<file path="src/rtl/core/bscp_pkg.sv">
`timescale 1ns / 1ps

package bscp_pkg;

  localparam int POOL_DEPTH_DEF = 64;
  localparam int LIMIT_W        = 7;
  localparam int ID_W           = 32;
  localparam int DIST_W         = 32;
  localparam int POS_W          = 7;
  localparam int STATUS_W       = 2;
  localparam int APB_ADDR_W     = 3;
  localparam int APB_DATA_W     = 32;

  localparam logic [LIMIT_W-1:0] LIMIT_RESET = 7'd64;

  // register index, taken from the word address of the port
  localparam logic REG_POOL_LIMIT = 1'b0;

  typedef enum logic [STATUS_W-1:0] {
    RES_ADDED     = 2'd0,
    RES_IMPROVED  = 2'd1,
    RES_UNCHANGED = 2'd2,
    RES_REJECTED  = 2'd3
  } bscp_res_t;

  typedef enum logic [2:0] {
    ST_IDLE,
    ST_SCAN,
    ST_DECIDE,
    ST_SHIFT_RD,
    ST_SHIFT_WR,
    ST_WRITE,
    ST_FINISH
  } bscp_state_t;

  typedef struct packed {
    logic load_item;
    logic scan;
    logic decide;
    logic shift_rd;
    logic shift_wr;
    logic write_key;
    logic finish;
  } bscp_cmd_t;

  typedef struct packed {
    logic      scan_done;
    bscp_res_t code;
    logic      need_shift;
    logic      shift_last;
    logic      out_free;
  } bscp_stat_t;

endpackage

</file>
<file path="src/rtl/core/bscp_ctrl.sv">
`timescale 1ns / 1ps

module bscp_ctrl import bscp_pkg::*; (
  input  logic       clk,
  input  logic       rst,
  input  logic       in_valid,
  output logic       in_stall,
  input  bscp_stat_t stat,
  output bscp_cmd_t  cmd
);

  bscp_state_t state, state_next;

  always_ff @(posedge clk) begin
    if (rst) begin
      state <= ST_IDLE;
    end else begin
      state <= state_next;
    end
  end

  always_comb begin
    state_next = state;
    unique case (state)
      ST_IDLE: begin
        if (in_valid) state_next = ST_SCAN;
      end
      ST_SCAN: begin
        if (stat.scan_done) state_next = ST_DECIDE;
      end
      ST_DECIDE: begin
        unique case (stat.code) inside
          RES_ADDED, RES_IMPROVED: begin
            state_next = stat.need_shift ? ST_SHIFT_RD : ST_WRITE;
          end
          default: begin
            state_next = ST_FINISH;
          end
        endcase
      end
      ST_SHIFT_RD: begin
        state_next = ST_SHIFT_WR;
      end
      ST_SHIFT_WR: begin
        state_next = stat.shift_last ? ST_WRITE : ST_SHIFT_RD;
      end
      ST_WRITE: begin
        state_next = ST_FINISH;
      end
      ST_FINISH: begin
        if (stat.out_free) state_next = ST_IDLE;
      end
      default: begin
        state_next = ST_IDLE;
      end
    endcase
  end

  always_comb begin
    cmd      = '0;
    in_stall = 1'b1;
    unique case (state)
      ST_IDLE: begin
        in_stall      = 1'b0;
        cmd.load_item = in_valid;
      end
      ST_SCAN:     cmd.scan      = 1'b1;
      ST_DECIDE:   cmd.decide    = 1'b1;
      ST_SHIFT_RD: cmd.shift_rd  = 1'b1;
      ST_SHIFT_WR: cmd.shift_wr  = 1'b1;
      ST_WRITE:    cmd.write_key = 1'b1;
      ST_FINISH:   cmd.finish    = stat.out_free;
      default: begin
        in_stall = 1'b1;
      end
    endcase
  end

endmodule

</file>
<file path="config.mk">
export PLATFORM = sky130hd
export DESIGN_NAME = bscp_ctrl
export DESIGN_NICKNAME = d
export VERILOG_FILES = /design/src/rtl/core/bscp_pkg.sv /design/src/rtl/core/bscp_ctrl.sv
export SDC_FILE = /design/constraint.sdc
export NUM_CORES = 1
export LEC_CHECK = 0
export BUFFER_PORTS_ARGS = -buffer_cell sky130_fd_sc_hd__buf_2
export CORE_AREA = 3 3 40 42
export CTS_CLUSTER_DIAMETER = 30
export DETAILED_ROUTE_END_ITERATION = 6
export DIE_AREA = 0 0 43 45
export PLACE_DENSITY_LB_ADDON = 0.3
export SYNTH_ARGS = -nofsm -noshare
export SYNTH_HDL_FRONTEND = slang
export SYNTH_SLANG_ARGS = --single-unit
</file>
<file path="constraint.sdc">
create_clock -name clk -period 2.7 [get_ports clk]
set_clock_uncertainty 0.15 [all_clocks]
set_input_delay 0.135 -clock clk [delete_from_list [all_inputs] [get_ports clk]]
set_output_delay 0.135 -clock clk [all_outputs]
set_load 0.005 [all_outputs]
</file>
Word-level counts from Yosys, hierarchy flattened
Cells that the tools add are included.

Bits in read-only memories: 0. Word-level logic and storage cells: 30. Bits in latches: 0. Register bits after elaboration: 3. Memories kept: 0. Bits in writable memories: 0. Input bits: 9.

Bitwise gates (word level): 0. Reduce and logical (&&, ||, !) cells: 4. Shifts and indexed selects: 0. Multiplexer cells: 15. Magnitude comparators: 0. Multiply operators: 0. Div/mod/pow operators: 0. Equal/unequal tests: 10. Add/subtract/negate cells: 0.

Operator list (number): $pmux W3 S7 (1); $mux W3 (6); $eq A3 B3 Y1 const B (3); $mux W1 (8); $eq A3 B2 Y1 const B (2); $ne A2 B2 Y1 const B (3); $eq A3 B1 Y1 const B (1); $logic_not A3 Y1 (1); $reduce_and A3 Y1 (1); $eq A2 B1 Y1 const B (1); $logic_not A2 Y1 (1); $reduce_or A2 Y1 (1).

Depth between registers and ports, before layout
Gate-level depths: netlist of run 1.

Depth in word-level cells: 4. Depth in mapped cells: 5.

Least setup slack after synthesis of run 1
No wires, ideal clock.

Kind: reg2reg. From: register state[2]. To: register state[1]. Arrival time: 1038 ps. Stages on the path, launching flop included: 6. Library setup time: 66 ps. Required time: 2484 ps. Clock period less this slack: 1254 ps. Path slack: 1446 ps. Buffers on the path: 1. Path through: dfxtp_1 buf_6 nor3b_4 o21ai_2 a22o_1 a21oi_2.

Word-level cells in the longest chain between the ends: 3. Elaborated cells on any way between the ends: 12. Classes of those cells: eq/ne (9); mux (1); reduce/logical (2).

Ends and longest elaborated chain: from (decl) (RTL line bscp_ctrl.sv:12) `bscp_state_t state, state_next;`; from (signal assigned) (RTL line bscp_ctrl.sv:18) `state <= state_next;`; $eq A3 B1 Y1 (tied with other cells) (RTL line bscp_ctrl.sv:24) `unique case (state)`; $ne A2 B2 Y1 (no line); $reduce_and A3 Y1 (no line).

Parallel ways exist; a longest one is shown, timed or not. A chain may end at the register's enable or synchronous reset.

==> results of run 1 <==
==> worst register-to-register path, cell delays in order, from the launching register on <==
cell and delay [ns]:
dfxtp_1 0.55, nor3b_4 0.27, o21ai_2 0.08, a22o_1 0.24, a21oi_2 0.13
==> area by class of cell <==
type,instances,area [um^2]
inverter,2,7.51
tap,15,18.8
sequential,3,60.1
fill,145,905
multi-input combinational,28,183
timing repair buffer,16,85.1
clock buffer,4,26.3
==> how the worst min path moves through the flow <==
stage,slack (ns),start,to
final,0.06,stat[0],state[1]
after global routing,0.09,stat[0],state[1]
after CTS,0.05,stat[0],state[1]
after detailed placement,0.18,rst,state[1]
after global placement,0.18,rst,state[1]
after floorplan,0.05,rst,state[1]
==> cells in the final DEF, fill, tap and decap left out, types with 2 or more instances in the layout <==
master	instances
buf_2	15
nor2_1	7
clkbuf_4	3
dfxtp_1	3
inv_1	2
a21oi_1	2
nand3_1	2
==> per-layer routing <==
layer,wire length (um),part of all wire,up-vias
met1,374,0.53,123
met3,70,0.099,0
met5,0,0,-
li1,-,-,164
met2,261,0.37,12
met4,0,0,0
==> metrics by stage <==
step | util | instances | power [mW] | hold slack (ns) | setup slack, ns
detailed placement | 0.268 | 63 | 0.112 | 0.181 | 1.24
global placement | 0.268 | 63 | 0.112 | 0.180 | 1.24
CTS | 0.296 | 68 | 0.197 | 0.0523 | 1.14
global route | 0.296 | 68 | 0.204 | 0.0917 | 1.07
finish | 0.296 | 68 | 0.192 | 0.0620 | 1.14
floorplan | - | 36 | 0.0933 | 0.0474 | 1.45
==> report_power, final <==
part           switching, mW  leakage (nW)  internal, mW  total [mW]
Sequential            0.0139        0.0246        0.0487      0.0626
Combinational         0.0223         0.139        0.0277      0.0500
Clock                 0.0240        0.0150        0.0554      0.0795
==> what timing repair did <==
item,in CTS,in global routing
buffers inserted,0,0
endpoints found under the hold margin,3,0
resized for setup,0,0
hold buffers,1,0
==> logic make-up after synthesis <==
family,synth area share
AOI/OAI and AO/OA,0.273
buffers and inverters,0.102
and+or+nand+nor,0.366
muxes,0.0370
DFF,0.222
==> results.py, run 1 <==
metrics = {
    "logic_synthesis": {
        "synth_fp_nets": 45,
        "synth_seq_cells": 3,
        "synth_edf_count": 0,
        "synth_common_cells": "nor2_1 (7), dfxtp_1 (3), a21oi_1 (2), inv_1 (2), nand3_1 (2)",
        "yosysUniqueCellTypes": 25,
        "yosys-top-cells-area": "dfxtp_1 (22%), nor2_1 (9.7%), nor3b_4 (6.9%), buf_6 (4.2%), a21oi_1 (3.7%)",
        "netlist_area_um2": 270,
        "synth_largest_area_cell": "dfxtp_1",
        "yosys_warnings": 0,
        "postSynth.asyncResetShare": 0,
        "yosysTopAreaCellShare": 0.222,
        "ys_seq_area_frac": 0.222,
        "synth_flop_cell": "dfxtp_1",
        "syn_area_per_cell_um2": 7.51,
        "yosysMostFrequentCell": "nor2_1",
        "synthCells": 36,
    },
    "route": {
        "dr_total_vias": 299,
        "post-route-drc-count": 0,
        "wl_um": 707,
        "drt-initial-drc-count": 5,
        "dr.pass1.iters": 2,
        "ant_nets": 0,
        "via_per_inst": 4.40,
        "routedWlPerCell_um": 10.4,
    },
    "global_routing": {
        "antenna_found_initial": 0,
        "grt_pass1_vias": 254,
        "use_met1": 0.108,
        "grt_max_degree": 15,
        "grt_pass1_wl_um": 1100,
        "globalRouteMet3Util": 0.0159,
        "grt_most_used_layer": "met1",
        "met2_usage": 0.0928,
        "grt_util_all_layers": 0.0765,
        "grt-ovfl-total": 0,
    },
    "critical_path": {
        "worstReg2RegStart": "state[1]",
        "crit_fanout": 13,
        "reg2reg_slack_ns": 1.22,
        "worstPathArrival_ns": 1.27,
        "r2r-end": "state[1]",
        "endpoint_kind": "primary output",
        "path_class": "flop to primary output",
        "crit_start": "state[0]",
        "cpPeakStageDelay_ns": 0.45,
        "ff2ff_path_depth": 4,
        "start_kind": "flop",
        "crit_buf_inv": 1,
        "cp.depth": 3,
        "critPathSlowestCell": "dfxtp_1",
        "path_cells": "or3_1 > nor2_1 > buf_2",
        "worstPathRequired_ns": 2.41,
        "crit_end": "cmd[6]",
        "cp_top_family": "simple AND/OR/NAND/NOR gates",
    },
    "clock_network": {
        "tritoncts": "built",
        "cts-root-buf": "clkbuf_4",
        "cts_buffers": 3,
        "clockBufferDepth": 2,
        "path_clk_slew_ns": 0.04,
        "htree_levels": 1,
        "clock_sinks": 3,
        "clkLatencyLatePin_ns": 0.23,
    },
    "die": {
        "start_util": 0.210,
        "die_w_um": 43,
        "die_area_um2": 1940,
        "io_pins": 17,
        "die_h_um": 45,
        "coreArea_um2": 1280,
        "rows": 13,
    },
    "layout": {
        "num_antenna_cells": 0,
        "drive_gt1_frac": 0.396,
        "syn_to_final_growth_pct": 40.7,
        "nets": 63,
        "largest_register_ffs": 3,
        "fin_area_um2": 380,
        "regMostFlops": "state",
        "largestRegisters": "state x3",
    },
    "placement": {
        "gp_congestion": 0.708,
        "place_area_um2": 344,
        "dp_hpwl_um": 499,
        "portBuffers": 15,
    },
    "worst_hold_path": {
        "hold_path_depth": 4,
        "min_path_type": "input port to flop",
    },
    "power_and_ir_drop": {
        "p_per_area_nw_per_um2": 505,
        "p_leak_nw": 0.178,
        "ir_drop_mv": 0.122,
    },
    "sta": {
        "rsz0062_at_grt": "no",
        "final.period_utilization": 0.577,
        "hold_viol": 0,
        "slew_headroom": 0.668,
        "finalSetupViolCount": 0,
        "post-route-min-period_ns": 1.56,
        "slew_violations": 0,
        "fin_setup_tns_ns": 0,
        "worstMarginPinSlew_ns": 0.497,
        "max_freq_mhz": 642,
    },
    "run_status": {
        "status": "finished, final reports clean",
    },
    "run": {
        "maxCapViolations": 0,
    },
}
(Power assumes the default switching activity.)
==> inputs of run 2 (changes only) <==
==> constraint.sdc (replaced) <==
create_clock -name clk -period 1.3 [get_ports clk]
set_clock_uncertainty 0.15 [all_clocks]
set_input_delay 0.065 -clock clk [delete_from_list [all_inputs] [get_ports clk]]
set_output_delay 0.065 -clock clk [all_outputs]
set_load 0.005 [all_outputs]
==> run 2 against run 1 <==
  * The run now ends with negative setup slack left
  * Wire length increased by 24%
  * Global-route usage grew 1.3 points
  * Flip-flop and latch count stayed put
  * Largest power group is now combinational cells
  * First-iteration DRC count is the same
  * Utilization rose by 10 points
  * Sequential share of layout area decreased by 2.8 points
  * Die area unchanged
==> results.py, run 2 (same netlist as run 1, synthesis figures left out) <==
metrics = {
    "power_and_ir_drop": {
        "p_per_area_nw_per_um2": 922,
        "finalPower_mw": 0.471,
        "p_leak_nw": 0.232,
        "ir_drop_mv": 0.239,
    },
    "clock_network": {
        "cts_buffers": 3,
        "clkLatencyLatePin_ns": 0.24,
        "clock_sinks": 3,
        "htree_levels": 1,
        "path_clk_slew_ns": 0.04,
        "tritoncts": "built",
        "clockBufferDepth": 2,
        "cts-root-buf": "clkbuf_4",
    },
    "route": {
        "dr_total_vias": 349,
        "drt-initial-drc-count": 5,
        "via_per_inst": 4.53,
        "wl_um": 877,
        "dr.pass1.iters": 4,
        "ant_nets": 0,
        "post-route-drc-count": 0,
        "routedWlPerCell_um": 11.4,
    },
    "run_status": {
        "violations": "negative setup slack",
        "status": "complete, but fails checks",
    },
    "global_routing": {
        "grt-ovfl-total": 0,
        "antenna_found_initial": 0,
        "grt_pass1_wl_um": 1240,
        "grt_pass1_vias": 304,
        "grt_util_all_layers": 0.0897,
        "grt_max_degree": 13,
    },
    "placement": {
        "dp_hpwl_um": 565,
        "place_area_um2": 374,
        "post-place-ws_ns": -0.0493,
        "portBuffers": 15,
        "gp_congestion": 0.722,
        "placed_cells": 67,
    },
    "critical_path": {
        "ff2ff_path_depth": 5,
        "crit_start": "state[2]",
        "crit_fanout": 6,
        "endpoint_kind": "primary output",
        "critPathSlowestCell": "or3_4",
        "worstPathRequired_ns": 1.09,
        "reg2reg_slack_ns": 0.01,
        "crit_buf_inv": 1,
        "r2r-end": "state[1]",
        "cp.depth": 3,
        "worstReg2RegStart": "state[1]",
        "cp_top_family": "simple AND/OR/NAND/NOR gates",
        "crit_end": "cmd[6]",
        "cpPeakStageDelay_ns": 0.40,
        "start_kind": "flop",
        "path_cells": "or3_4 > nor2_2 > buf_2",
        "worstPathArrival_ns": 1.19,
        "path_class": "flop to primary output",
    },
    "die": {
        "start_util": 0.210,
        "rows": 13,
        "coreArea_um2": 1280,
        "io_pins": 17,
        "die_h_um": 45,
        "die_w_um": 43,
        "die_area_um2": 1940,
    },
    "layout": {
        "postLayoutCoreUtil": 0.397,
        "final_cell_mix": "buf_2 (15), nor2_1 (6), buf_4 (5)",
        "largestRegisters": "state x3",
        "nets": 72,
        "nFillCells": 145,
        "layout_commonest_cell": "buf_2",
        "instances_no_fill": 77,
        "drive_gt1_frac": 0.613,
        "largest_register_ffs": 3,
        "syn_to_final_growth_pct": 88.9,
        "fin_area_um2": 510,
        "num_antenna_cells": 0,
        "regMostFlops": "state",
    },
    "sta": {
        "rsz0062_at_grt": "yes",
        "worstMarginPinSlew_ns": 0.236,
        "slew_violations": 0,
        "max_freq_mhz": 712,
        "hold_slack_ns": 0.0538,
        "finalSetupViolCount": 6,
        "final.period_utilization": 1.08,
        "hold_viol": 0,
        "slew_headroom": 0.842,
        "layout_setup_ws_ns": -0.105,
        "post-route-min-period_ns": 1.41,
        "fin_setup_tns_ns": -0.347,
    },
    "run": {
        "maxCapViolations": 0,
    },
    "worst_hold_path": {
        "min_path_type": "input port to flop",
    },
}
[run 2: worst min-delay path by stage]
stage	start	endpoint	slack (ns)	cells past startpoint
floorplan	rst	state[1]	-0.02	1
global placement	rst	state[1]	0.11	2
detailed placement	rst	state[1]	0.11	2
CTS	stat[1]	state[2]	0.04	3
global route	stat[1]	state[2]	0.07	3
finish	stat[1]	state[2]	0.05	3
[run 2: layout make-up]
type | instances | area, um^2 | area share
repair buffers | 25 | 165 | 0.324
flip-flops and latches | 3 | 66.3 | 0.130
well taps | 15 | 18.8 | 0.0368
inverters | 2 | 7.51 | 0.0147
multi-input cells | 28 | 226 | 0.444
clock buffers | 4 | 26.3 | 0.0515
[run 2: power breakdown]
part	total, mW	internal (mW)	switching [mW]
combinational	0.181	0.102	0.0786
sequential	0.124	0.103	0.0203
clock	0.166	0.115	0.0511
total	0.471	0.321	0.150
[run 2: worst reg2reg max path: stages, from the launching register on]
cell and delay (ns):
dfxtp_2 0.32, buf_6 0.11, buf_4 0.15, o21bai_1 0.15
a22o_1 0.21, a21oi_2 0.12
[run 2: what timing repair did]
action / CTS / global route
buffers inserted: 2 / 1
endpoints found under the setup margin: 9 / 9
pin swaps: 2 / 4
resized for setup: 8 / 8
hold endpoints to repair: 3 / 0
hold buffers: 3 / 0
[run 2: metal layers]
metal	GRT usage	wire, um	up-vias
met5	0	0	-
met4	0.0723	0	0
met3	0.0199	76	0
met2	0.132	402	16
met1	0.112	398	154
li1	-	-	179
